--- config.mk ---
export PLATFORM = sky130hd
export DESIGN_NAME = rle_encoder_with_nulls_core
export DESIGN_NICKNAME = d
export VERILOG_FILES = /design/src/sv/rlen_pkg.sv /design/src/sv/rlen_step.sv /design/src/sv/rlen_run_fifo.sv /design/src/sv/rle_encoder_with_nulls_core.sv
export SDC_FILE = /design/constraint.sdc
export NUM_CORES = 1
export LEC_CHECK = 0
export CORE_UTILIZATION = 50
export CTS_CLUSTER_DIAMETER = 150
export DETAILED_ROUTE_END_ITERATION = 7
export DONT_BUFFER_PORTS = 1
export GPL_ROUTABILITY_DRIVEN = 0
export PLACE_DENSITY = 0.68
export SYNTH_ARGS = -nofsm -noshare
export SYNTH_HDL_FRONTEND = slang
export SYNTH_SLANG_ARGS = --single-unit
export TNS_END_PERCENT = 5
--- constraint.sdc ---
create_clock -name clock -period 7.2 [get_ports clock]
set_clock_uncertainty 0.1 [all_clocks]
set_input_delay 1.08 -clock clock [delete_from_list [all_inputs] [get_ports clock]]
set_output_delay 1.08 -clock clock [all_outputs]
set_load 0.03 [all_outputs]
--- src/sv/rlen_pkg.sv ---
// Shared types and constants for the run-length encoder with null rows.
package rlen_pkg;

   localparam int VALUE_WIDTH = 64;
   localparam int PORT_VALUE_WIDTH = 64;
   localparam int COUNT_WIDTH = 16;

   localparam logic [COUNT_WIDTH-1:0] LIMIT_RESET = '1;
   localparam logic [COUNT_WIDTH-1:0] LIMIT_MIN = COUNT_WIDTH'(2);

   localparam int FIFO_DEPTH = 4;
   localparam int FIFO_PTR_WIDTH = $clog2(FIFO_DEPTH);
   localparam int FIFO_CNT_WIDTH = $clog2(FIFO_DEPTH + 1);

   // Largest number of runs one row can produce.
   localparam int MAX_RUNS = 2;
   localparam int RUN_CNT_WIDTH = $clog2(MAX_RUNS + 1);

   typedef struct packed {
      logic [VALUE_WIDTH-1:0] value;
      logic                   is_valid;
      logic                   end_of_stream;
   } item_type;

   typedef struct packed {
      logic [VALUE_WIDTH-1:0] run_value;
      logic [COUNT_WIDTH-1:0] run_len;
      logic                   no_valid_seen;
      logic                   last_result;
   } run_type;

endpackage

--- src/sv/rlen_step.sv ---
// Run state and the per-row encoding step.
module rlen_step
   import rlen_pkg::*;
(
   input  logic                     clock,
   input  logic                     reset,
   input  logic                     fire,
   input  item_type                 item,
   input  logic [COUNT_WIDTH-1:0]   limit,
   output logic [RUN_CNT_WIDTH-1:0] emit_count,
   output run_type                  run0,
   output run_type                  run1
);

   logic [VALUE_WIDTH-1:0] held_value_ff, held_value_in;
   logic [COUNT_WIDTH-1:0] held_count_ff, held_count_in;
   logic                   none_valid_ff, none_valid_in;

   logic [VALUE_WIDTH-1:0] upd_value;
   logic [COUNT_WIDTH-1:0] upd_count;
   logic [COUNT_WIDTH-1:0] post_count;
   logic                   upd_none;
   logic                   differ_emit;
   logic                   limit_emit;
   logic [COUNT_WIDTH-1:0] eff_limit;
   run_type                differ_run;
   run_type                limit_run;
   run_type                flush_run;

   always_comb begin
      eff_limit = (limit < LIMIT_MIN) ? LIMIT_MIN : limit;
      upd_value = held_value_ff;
      upd_count = held_count_ff + COUNT_WIDTH'(1);
      upd_none = none_valid_ff;
      differ_emit = 1'b0;
      if (item.is_valid) begin
         if (none_valid_ff) begin
            upd_value = item.value;
            upd_none = 1'b0;
         end else if (held_value_ff != item.value) begin
            differ_emit = (held_count_ff != '0);
            upd_value = item.value;
            upd_count = COUNT_WIDTH'(1);
         end
      end
      limit_emit = (upd_count >= eff_limit);
      post_count = limit_emit ? '0 : upd_count;

      differ_run = '{run_value: held_value_ff, run_len: held_count_ff,
                     no_valid_seen: none_valid_ff, last_result: 1'b0};
      limit_run = '{run_value: upd_value, run_len: upd_count,
                    no_valid_seen: upd_none, last_result: 1'b0};
      flush_run = '{run_value: upd_value, run_len: post_count,
                    no_valid_seen: upd_none, last_result: 1'b1};

      // A differing value restarts the count at one, so it never meets the limit too.
      emit_count = RUN_CNT_WIDTH'(differ_emit) + RUN_CNT_WIDTH'(limit_emit)
                 + RUN_CNT_WIDTH'(item.end_of_stream);
      if (differ_emit) begin
         run0 = differ_run;
      end else if (limit_emit) begin
         run0 = limit_run;
      end else begin
         run0 = flush_run;
      end
      run0.last_result = (emit_count == RUN_CNT_WIDTH'(1));
      run1 = flush_run;

      if (item.end_of_stream) begin
         held_value_in = '0;
         held_count_in = '0;
         none_valid_in = 1'b1;
      end else begin
         held_value_in = upd_value;
         held_count_in = post_count;
         none_valid_in = upd_none;
      end
   end

   always_ff @(posedge clock) begin
      if (reset) begin
         held_value_ff <= '0;
         held_count_ff <= '0;
         none_valid_ff <= 1'b1;
      end else if (fire) begin
         held_value_ff <= held_value_in;
         held_count_ff <= held_count_in;
         none_valid_ff <= none_valid_in;
      end
   end

   assert property (@(posedge clock) disable iff (reset)
      fire && item.end_of_stream |=> held_count_ff == '0 && none_valid_ff)
      else $error("Stream state not cleared after end of stream.");

   assert property (@(posedge clock) disable iff (reset)
      none_valid_ff |-> held_value_ff == '0)
      else $error("Held value set before any valid value.");

   assert property (@(posedge clock) disable iff (reset)
      fire && !item.end_of_stream |-> emit_count <= RUN_CNT_WIDTH'(1))
      else $error("Two runs from a row without end of stream.");

endmodule

--- src/sv/rlen_run_fifo.sv ---
// Small result queue that takes up to two runs a cycle and gives one.
module rlen_run_fifo
   import rlen_pkg::*;
(
   input  logic                     clock,
   input  logic                     reset,
   input  logic [RUN_CNT_WIDTH-1:0] push_count,
   input  run_type                  push_run0,
   input  run_type                  push_run1,
   input  logic                     pop,
   output run_type                  head,
   output logic                     not_empty,
   output logic                     has_room
);

   run_type                     run_mem_ff [FIFO_DEPTH];
   logic [FIFO_PTR_WIDTH-1:0]   wr_ptr_ff, wr_ptr_in;
   logic [FIFO_PTR_WIDTH-1:0]   rd_ptr_ff, rd_ptr_in;
   logic [FIFO_CNT_WIDTH-1:0]   count_ff, count_in;
   logic                        do_pop;

   always_comb begin
      do_pop = pop && not_empty;
      wr_ptr_in = wr_ptr_ff + FIFO_PTR_WIDTH'(push_count);
      rd_ptr_in = rd_ptr_ff + FIFO_PTR_WIDTH'(do_pop);
      count_in = count_ff + FIFO_CNT_WIDTH'(push_count) - FIFO_CNT_WIDTH'(do_pop);
   end

   assign not_empty = (count_ff != '0);
   assign has_room = (count_ff <= FIFO_CNT_WIDTH'(FIFO_DEPTH - MAX_RUNS));
   assign head = run_mem_ff[rd_ptr_ff];

   always_ff @(posedge clock) begin
      if (reset) begin
         wr_ptr_ff <= '0;
         rd_ptr_ff <= '0;
         count_ff <= '0;
      end else begin
         wr_ptr_ff <= wr_ptr_in;
         rd_ptr_ff <= rd_ptr_in;
         count_ff <= count_in;
      end
   end

   always_ff @(posedge clock) begin
      if (push_count != '0) begin
         run_mem_ff[wr_ptr_ff] <= push_run0;
      end
      if (push_count == RUN_CNT_WIDTH'(MAX_RUNS)) begin
         run_mem_ff[wr_ptr_ff + FIFO_PTR_WIDTH'(1)] <= push_run1;
      end
   end

   assert property (@(posedge clock) disable iff (reset)
      count_ff <= FIFO_CNT_WIDTH'(FIFO_DEPTH))
      else $error("Result queue holds more words than its depth.");

   assert property (@(posedge clock) disable iff (reset)
      push_count != '0 |-> has_room)
      else $error("Runs pushed into a result queue without room.");

   assert property (@(posedge clock) disable iff (reset)
      count_ff == '0 && push_count == '0 |=> count_ff == '0)
      else $error("Result queue count moved without a push.");

endmodule

--- src/sv/rle_encoder_with_nulls_core.sv ---
// Top level of the run-length encoder for one column stream with null rows.
//
// Rows arrive on the req_ channel (value, valid bit, end-of-stream mark) under a
// valid/ready handshake; encoded runs leave on the rsp_ channel in the same way.
// Each row yields zero, one or two runs, and the last run of a row carries
// rsp_last_result. The csr_ port writes the forced-emission limit.
// A row is taken into an input register, goes through the encoding step into the
// result queue once the queue has room, and its runs are offered on rsp_ from there.
// One row is accepted per cycle while the four-word result queue has room for
// two more words; the output gives one word per cycle while rsp_ready is high,
// so rows that produce two runs limit the rate at which rows are taken.
// Reset clears the run state and the queue and sets the limit to 65535.
// When the receiver stalls, words collect in the queue; once fewer than two free
// places remain, the row in the input register waits and req_ready falls.
// No word is lost or repeated.
module rle_encoder_with_nulls_core
   import rlen_pkg::*;
(
   input  logic                        clock,
   input  logic                        reset,
   input  logic                        req_valid,
   output logic                        req_ready,
   input  logic [PORT_VALUE_WIDTH-1:0] req_value,
   input  logic                        req_is_valid,
   input  logic                        req_end_of_stream,
   output logic                        rsp_valid,
   input  logic                        rsp_ready,
   output logic [PORT_VALUE_WIDTH-1:0] rsp_run_value,
   output logic [COUNT_WIDTH-1:0]      rsp_run_len,
   output logic                        rsp_no_valid_seen,
   output logic                        rsp_last_result,
   input  logic                        csr_wr_en,
   input  logic [COUNT_WIDTH-1:0]      csr_wr_data
);

   logic [COUNT_WIDTH-1:0]   limit_ff;
   item_type                 item_ff;
   logic                     item_valid_ff, item_valid_in;
   logic                     step_fire;
   logic                     accept;
   logic [RUN_CNT_WIDTH-1:0] emit_count;
   logic [RUN_CNT_WIDTH-1:0] push_count;
   run_type                  run0;
   run_type                  run1;
   run_type                  head;
   logic                     queue_room;

   assign step_fire = item_valid_ff && queue_room;
   assign req_ready = !item_valid_ff || step_fire;
   assign accept = req_valid && req_ready;
   assign item_valid_in = accept || (item_valid_ff && !step_fire);
   assign push_count = step_fire ? emit_count : '0;

   always_ff @(posedge clock) begin
      if (reset) begin
         limit_ff <= LIMIT_RESET;
         item_valid_ff <= 1'b0;
      end else begin
         item_valid_ff <= item_valid_in;
         if (csr_wr_en) begin
            limit_ff <= csr_wr_data;
         end
      end
   end

   always_ff @(posedge clock) begin
      if (accept) begin
         item_ff <= '{value: req_value[VALUE_WIDTH-1:0], is_valid: req_is_valid,
                      end_of_stream: req_end_of_stream};
      end
   end

   rlen_step u_step (
      .clock      (clock),
      .reset      (reset),
      .fire       (step_fire),
      .item       (item_ff),
      .limit      (limit_ff),
      .emit_count (emit_count),
      .run0       (run0),
      .run1       (run1)
   );

   rlen_run_fifo u_fifo (
      .clock      (clock),
      .reset      (reset),
      .push_count (push_count),
      .push_run0  (run0),
      .push_run1  (run1),
      .pop        (rsp_ready),
      .head       (head),
      .not_empty  (rsp_valid),
      .has_room   (queue_room)
   );

   assign rsp_run_value = PORT_VALUE_WIDTH'(head.run_value);
   assign rsp_run_len = head.run_len;
   assign rsp_no_valid_seen = head.no_valid_seen;
   assign rsp_last_result = head.last_result;

   assert property (@(posedge clock) disable iff (reset)
      item_valid_ff && !step_fire |=> item_valid_ff && $stable(item_ff))
      else $error("Held row changed before it was processed.");

   assert property (@(posedge clock) disable iff (reset)
      step_fire |=> rsp_valid || $past(emit_count) == '0)
      else $error("Processed row produced runs but no word is offered.");

   assert property (@(posedge clock) disable iff (reset)
      !item_valid_ff |-> req_ready)
      else $error("Input refused while the input register is empty.");

endmodule
After elaboration in Yosys (flattened, before gate mapping) --
Memories as Yosys holds them, arrays and structs flattened. A register that Yosys moved wholly into a read port is not among the register bits. Cells that the tools add are included.
Storage, ports and cells: memory bits (writable) 328, register bits after elaboration 171, ROM bits 0, memories 1, output and inout bits 84, bits of input ports 87, latch bits 0
Memory list:
- u_fifo.run_mem_ff | depth 4, bits a word 82, rd ports 1, clocked after Yosys merged registers in 1, write ports 2, line rlen_run_fifo.sv:16 | run_type run_mem_ff [FIFO_DEPTH];
Cells by class: divide/modulo/power cells 0, mux-type cells 23, multipliers 0, eq/ne operators 3, add/sub/neg operators 8, magnitude comparators 3, bitwise logic cells 0, reductions and logical operators 11, shift-type cells 0
Operators with widths (count):
- 2-to-1 mux 64 bit | 4
- 2-to-1 mux 16 bit | 6
- 2-to-1 mux 82 bit | 1
- inequality test 64 bit | 1
- 2-to-1 mux 18 bit | 1
- adder 16 x 1 -> 16 bit, second input constant | 1
- >= comparator 16 bit | 1
- < comparator 16 x 2 -> 1 bit, second input constant | 1
- nonzero test 16 bit | 1
- 2-to-1 mux 1 bit | 9
- adder 2 x 1 -> 2 bit | 2
- logical AND 1 bit | 4
- 2-to-1 mux 2 bit | 2
- adder 3 x 2 -> 3 bit | 1
- <= comparator 3 x 2 -> 1 bit, second input constant | 1
- nonzero test 3 bit | 1
- subtractor 3 x 1 -> 3 bit | 1
- adder 1 x 1 -> 2 bit | 1
- adder 2 x 1 -> 2 bit, second input constant | 1
- adder 2 bit | 1
- == test 2 x 1 -> 1 bit, second input constant | 1
- == test 2 bit, second input constant | 1
- logical NOT 1 bit | 2
- logical OR 1 bit | 2
- nonzero test 2 bit | 1

Logic depth before layout (Yosys ltp) --
word-level depth 11, mapped depth 24, depth with buffers taken out 21

Hierarchy --
Synthesis repeated with hierarchy kept, for this count alone.
Second synthesis, totals: cell total of the unflattened synthesis 1604, area total of the unflattened synthesis 25062.8 sq um
By module, submodules not included:
- rlen_run_fifo | cells an instance 838, times used 1, sequential area each 9989.6 sq um, area an instance 16351.9 sq um
- rlen_step | cells an instance 639, times used 1, sequential area each 1621.6 sq um, area an instance 6068.3 sq um
- rle_encoder_with_nulls_core | cells an instance 127, times used 1, sequential area each 2322.2 sq um, area an instance 2642.5 sq um

Least setup slack after synthesis --
OpenSTA, ideal clock, no wires.
kind register -> register, start reg u_step.held_count_ff[1], end mem u_fifo.run_mem_ff[1][21] in the netlist's numbering (data pin), setup time 131 ps, data arrival time 6946 ps, cell stages (with the launch flop) 25, path buffers 3, slack 23 ps, cell sequence dfxtp_1 > ha_1 > and3_1 > nand3_1 > nor3_1 > and3_1 > nand3_1 > xor2_1 > nor2_1 > ha_1 > o21ai_0 > o21bai_1 > a211o_1 > or2_2 > clkbuf_1 > fa_1 > clkbuf_1 > mux2_2 > nand2_1 > or2_2 > inv_1 > nand2_1 > o311ai_2 > buf_2 > a22o_1
RTL lines:
- start, declared | line rlen_step.sv:16 | logic [COUNT_WIDTH-1:0] held_count_ff, held_count_in;
- start signal, assigned | line rlen_step.sv:87 | held_count_ff <= held_count_in;
- end, declared | line rlen_run_fifo.sv:16

==> metrics.csv <==
stage;metric;value;unit
status;status;completed;
clock_tree;Reg clk slew, reported paths;60;ps
critical_path;Max stage delay on crit path;700;ps
timing;setup violators final;0;
timing;RSZ-0062 raised after global routing;false;
logic_synthesis;EDFF count, synth;390;
critical_path;crit path capture type;register;
floorplanning;Die ar.;0.0464;mm²
critical_path;worst path required time;7550;ps
logic_synthesis;YS warnings;0;
floorplanning;core area;0.0446;mm²
routing;1st-iter DRT viols;1514;
routing;number of remaining DRC errors;0;
placed_design;Placed Instance Area;0.0235;mm²
critical_path;R2R setup slack;490;ps
worst_hold_path;worst min path class;reg -> reg;
logic_synthesis;Synth area leaders;edfxtp_1, a22o_1, dfxtp_1, mux4_2, xnor2_1;
clock_tree;Root Buffer;clkbuf_16;
placed_design;Buffers on Ports;0;
run;Max Cap Viol;0;
logic_synthesis;Async SR Flop Fraction;0;%
clock_tree;Post-CTS Repair Setup Buffers;0;
logic_synthesis;synth unique cells;68;
floorplanning;chip width;215;µm
floorplanning;I/O pins;171;
floorplanning;Initial Util;51.1;%
logic_synthesis;Mapped Area;0.0228;mm²
critical_path;CP Cell Sequence;xnor2_1 -> nand4_1 -> nor4_2 -> and4_1 -> nor2_2 -> a21oi_1 -> ha_1 -> a21oi_1 -> o21ai_0 -> a211o_1 -> or2_2 -> fa_1 -> o211ai_1 -> or2_2 -> nor2_1 -> nand3_2 -> o311ai_4 -> buf_12 -> a22o_1;
timing;worst-margin pin slew;1080;ps
timing;fin crit period;6710;ps
final_layout;post-route cell area;0.0253;mm²
clock_tree;Longest Clk Path Bufs;3;
power;Reg power frac;46.0;%
timing;setup TNS;0;ps
final_layout;share of cells above drive strength 1;15.2;%
critical_path;Critical-path top delay cell;fa_1;
grt;initial antenna violation count;8;
routing;via count;14666;
logic_synthesis;area leader, netlist;edfxtp_1;
timing;Slew Viols, Final;0;
timing;Final Hold Vio Count;0;
logic_synthesis;Synth top area share;51.4;%
critical_path;Crit Path Class;reg -> reg;
logic_synthesis;Synth Area in Simple Gates;5.53;%
routing;DR pass1 iterations;7;
timing;Max Fclk;0.149;GHz
placed_design;placed cell count;2092;
clock_tree;clk_lat worst skew;590;ps
grt;total grt overflow;0;
routing;Vias per Instance;6.68;
logic_synthesis;Synth Area in Adders;1.44;%
power;Lkg Pwr;8.54;nW
logic_synthesis;top_reg_cell synth;edfxtp_1;
power;Max IR drop VDD;0.000244;V
logic_synthesis;Synth Area per Inst;14.3;µm²
final_layout;P&R area growth vs syn;11.0;%
clock_tree;Post-CTS Resized;0;
clock_tree;CTS Buf Count;51;
clock_tree;CTS tree;done;
final_layout;number of nets in the layout;1665;
logic_synthesis;Mapped Nets;1701;
critical_path;WP data arrival;7060;ps
grt;GRT Overall Usage;26.2;%
final_layout;# fillers;3509;
placed_design;DP HPWL;35200;µm
power;Sw Pwr;2.12;mW
routing;Wirelength per Cell;27.9;µm
critical_path;Critical Path Stages;19;
logic_synthesis;Compound-Gate Fraction of Synth Area;17.9;%
grt;number of global-route vias before repair;14274;
floorplanning;Std-Cell Rows;77;
power;internal cell power;5.30;mW
critical_path;Worst setup startpoint;item_ff[33]$_DFFE_PP_;
critical_path;worst reg2reg path depth;19;
critical_path;FF-to-FF Start;item_ff[33]$_DFFE_PP_;
final_layout;Register Area;0.0139;mm²
final_layout;Non-Filler Instances;2194;
floorplanning;Die Y;215;µm
power;clock network power share;37.3;%
power;power density over the cells;293;mW/mm²
grt;first-pass GRT wire length;91700;µm
logic_synthesis;largest family of logic cells by synthesized area;compound AO/OA/AOI/OAI gates;
logic_synthesis;mux cell area share after synthesis;8.25;%
logic_synthesis;synthesized instance count;1589;
grt;largest net degree at the start of global routing;83;
logic_synthesis;Synth Register Bits;499;
critical_path;CP Max Fanout;63;
final_layout;post-layout util;56.7;%
routing;Final ANT Viol Nets;0;
final_layout;area of the multi-input gates;0.00829;mm²
timing;slew margin rel.;28.0;%
power;Comb pwr share;16.7;%
timing;fin crit share;93.2;%
logic_synthesis;register area share after synthesis;61.0;%
critical_path;startpoint types;register;
clock_tree;H-tree depth;2;
routing;Routed WL;61200;µm
logic_synthesis;Post-Synth XOR/XNOR Area;2.88;%
critical_path;FF-to-FF End;u_fifo.run_mem_ff[3][26]$_DFFE_PP_;
critical_path;worst setup path end;u_fifo.run_mem_ff[3][26]$_DFFE_PP_;
critical_path;CP delay by family, top;simple AND/OR/NAND/NOR gates;
clock_tree;CTS Hold Bufs;0;
critical_path;CP bufs+invs;1;
power;Switching Share;28.5;%
clock_tree;clk sink count;499;
how the worst min path moves through the flow:
| stage | start | to | slack [ps] | depth (start not counted) |
|---|---|---|---|---|
| 2_1_floorplan | u_fifo.run_mem_ff[2][0]$_SDFFE_PP1P_ | u_fifo.run_mem_ff[2][0]$_SDFFE_PP1P_ | 330 | 1 |
| 3_3_place_gp | u_fifo.run_mem_ff[3][0]$_SDFFE_PP1N_ | u_fifo.run_mem_ff[3][0]$_SDFFE_PP1N_ | 340 | 1 |
| 3_5_place_dp | u_fifo.run_mem_ff[2][0]$_SDFFE_PP1P_ | u_fifo.run_mem_ff[2][0]$_SDFFE_PP1P_ | 350 | 1 |
| 4_1_cts | u_fifo.run_mem_ff[2][0]$_SDFFE_PP1P_ | u_fifo.run_mem_ff[2][0]$_SDFFE_PP1P_ | 370 | 1 |
| 5_1_grt | u_fifo.run_mem_ff[2][0]$_SDFFE_PP1P_ | u_fifo.run_mem_ff[2][0]$_SDFFE_PP1P_ | 410 | 1 |
| 6_report | u_fifo.run_mem_ff[2][0]$_SDFFE_PP1P_ | u_fifo.run_mem_ff[2][0]$_SDFFE_PP1P_ | 360 | 1 |
cells by family after synthesis:
logic type,Yosys count
AOI/OAI and AO/OA,495
xor gates and xnor gates,75
adders and majority gates,25
buffers and inverters,160
DFF,499
muxes,85
and+or+nand+nor,250
synth_stat cells (13+ instances only):
cell type / number
ha_1: 23
nand4_1: 22
o21ai_0: 18
clkbuf_1: 50
inv_1: 36
a22o_1: 319
a21oi_1: 32
xnor2_1: 72
a21o_1: 18
o2bb2ai_1: 15
edfxtp_1: 390
nor2_1: 63
mux4_2: 82
o22a_1: 13
buf_1: 18
buf_2: 48
o211ai_1: 20
dfxtp_1: 109
nand2_1: 72
nor3_1: 16
nand3_1: 15
metrics by stage:
| step | total power [mW] | setup slack (ps) | hold WS [ps] |
|---|---|---|---|
| floorplan | 4.39 | 23.4 | 331 |
| global placement | 4.72 | 471 | 340 |
| detailed placement | 4.73 | 408 | 352 |
| CTS | 7.46 | 408 | 365 |
| global route | 7.64 | 208 | 409 |
| finish | 7.41 | 490 | 363 |
registers in the layout, summed over array words and instances, names as in the netlist:
| name | count |
|---|---|
| u_fifo.run_mem_ff | 328 |
| item_ff | 66 |
| u_step.held_value_ff | 64 |
| limit_ff | 16 |
| u_step.held_count_ff | 16 |
| u_fifo.count_ff | 3 |
| u_fifo.rd_ptr_ff | 2 |
| u_fifo.wr_ptr_ff | 2 |
| item_valid_ff | 1 |
| u_step.none_valid_ff | 1 |
power by group through the flow:
stage	Combinational (mW)	Clock [mW]	Sequential, mW
after floorplan	1.04	0	3.36
after global placement	1.25	0	3.47
after detailed placement	1.26	0	3.48
after CTS	1.26	2.79	3.41
after global routing	1.30	2.90	3.44
final	1.24	2.76	3.41
layer usage:
layer | vias to the layer above | part of all wire, % | global-route usage [%]
li1 | 6350 | - | -
met1 | 7530 | 42 | 36.7
met4 | 2 | 2.4 | 8.63
met2 | 687 | 47 | 41.2
met3 | 97 | 8.4 | 5.31
met5 | - | 0.016 | 0
final cells by class:
| type | count | area share [%] |
|---|---|---|
| repair buffers | 33 | 1.67 |
| inverters | 38 | 0.584 |
| clock buffers | 67 | 5.69 |
| diodes | 7 | 0.0693 |
| flip-flops and latches | 499 | 55.0 |
| well taps | 592 | 2.93 |
| clock inverters | 28 | 1.27 |
| multi-input cells | 930 | 32.8 |
worst register-to-register path: stages, from the launching register on:
cell,delay [ps]
edfxtp_1,480
xnor2_1,420
nand4_1,240
nor4_2,390
and4_1,360
nor2_2,200
a21oi_1,420
ha_1,350
a21oi_1,140
o21ai_0,110
a211o_1,390
or2_2,360
fa_1,700
o211ai_1,210
or2_2,390
nor2_1,140
nand3_2,350
o311ai_4,190
buf_12,380
a22o_1,280
placed cells by master, fill, tap and decap left out, drive strengths merged, types with 33 or more instances in the layout:
master	Yosys	final
edfxtp	390	390
a22o	319	319
dfxtp	109	109
mux4	82	82
nand2	72	72
xnor2	72	72
clkbuf	50	67
nor2	63	63
a21oi	35	35
inv	37	34
buf	72	33
(Power assumes the default switching activity.)
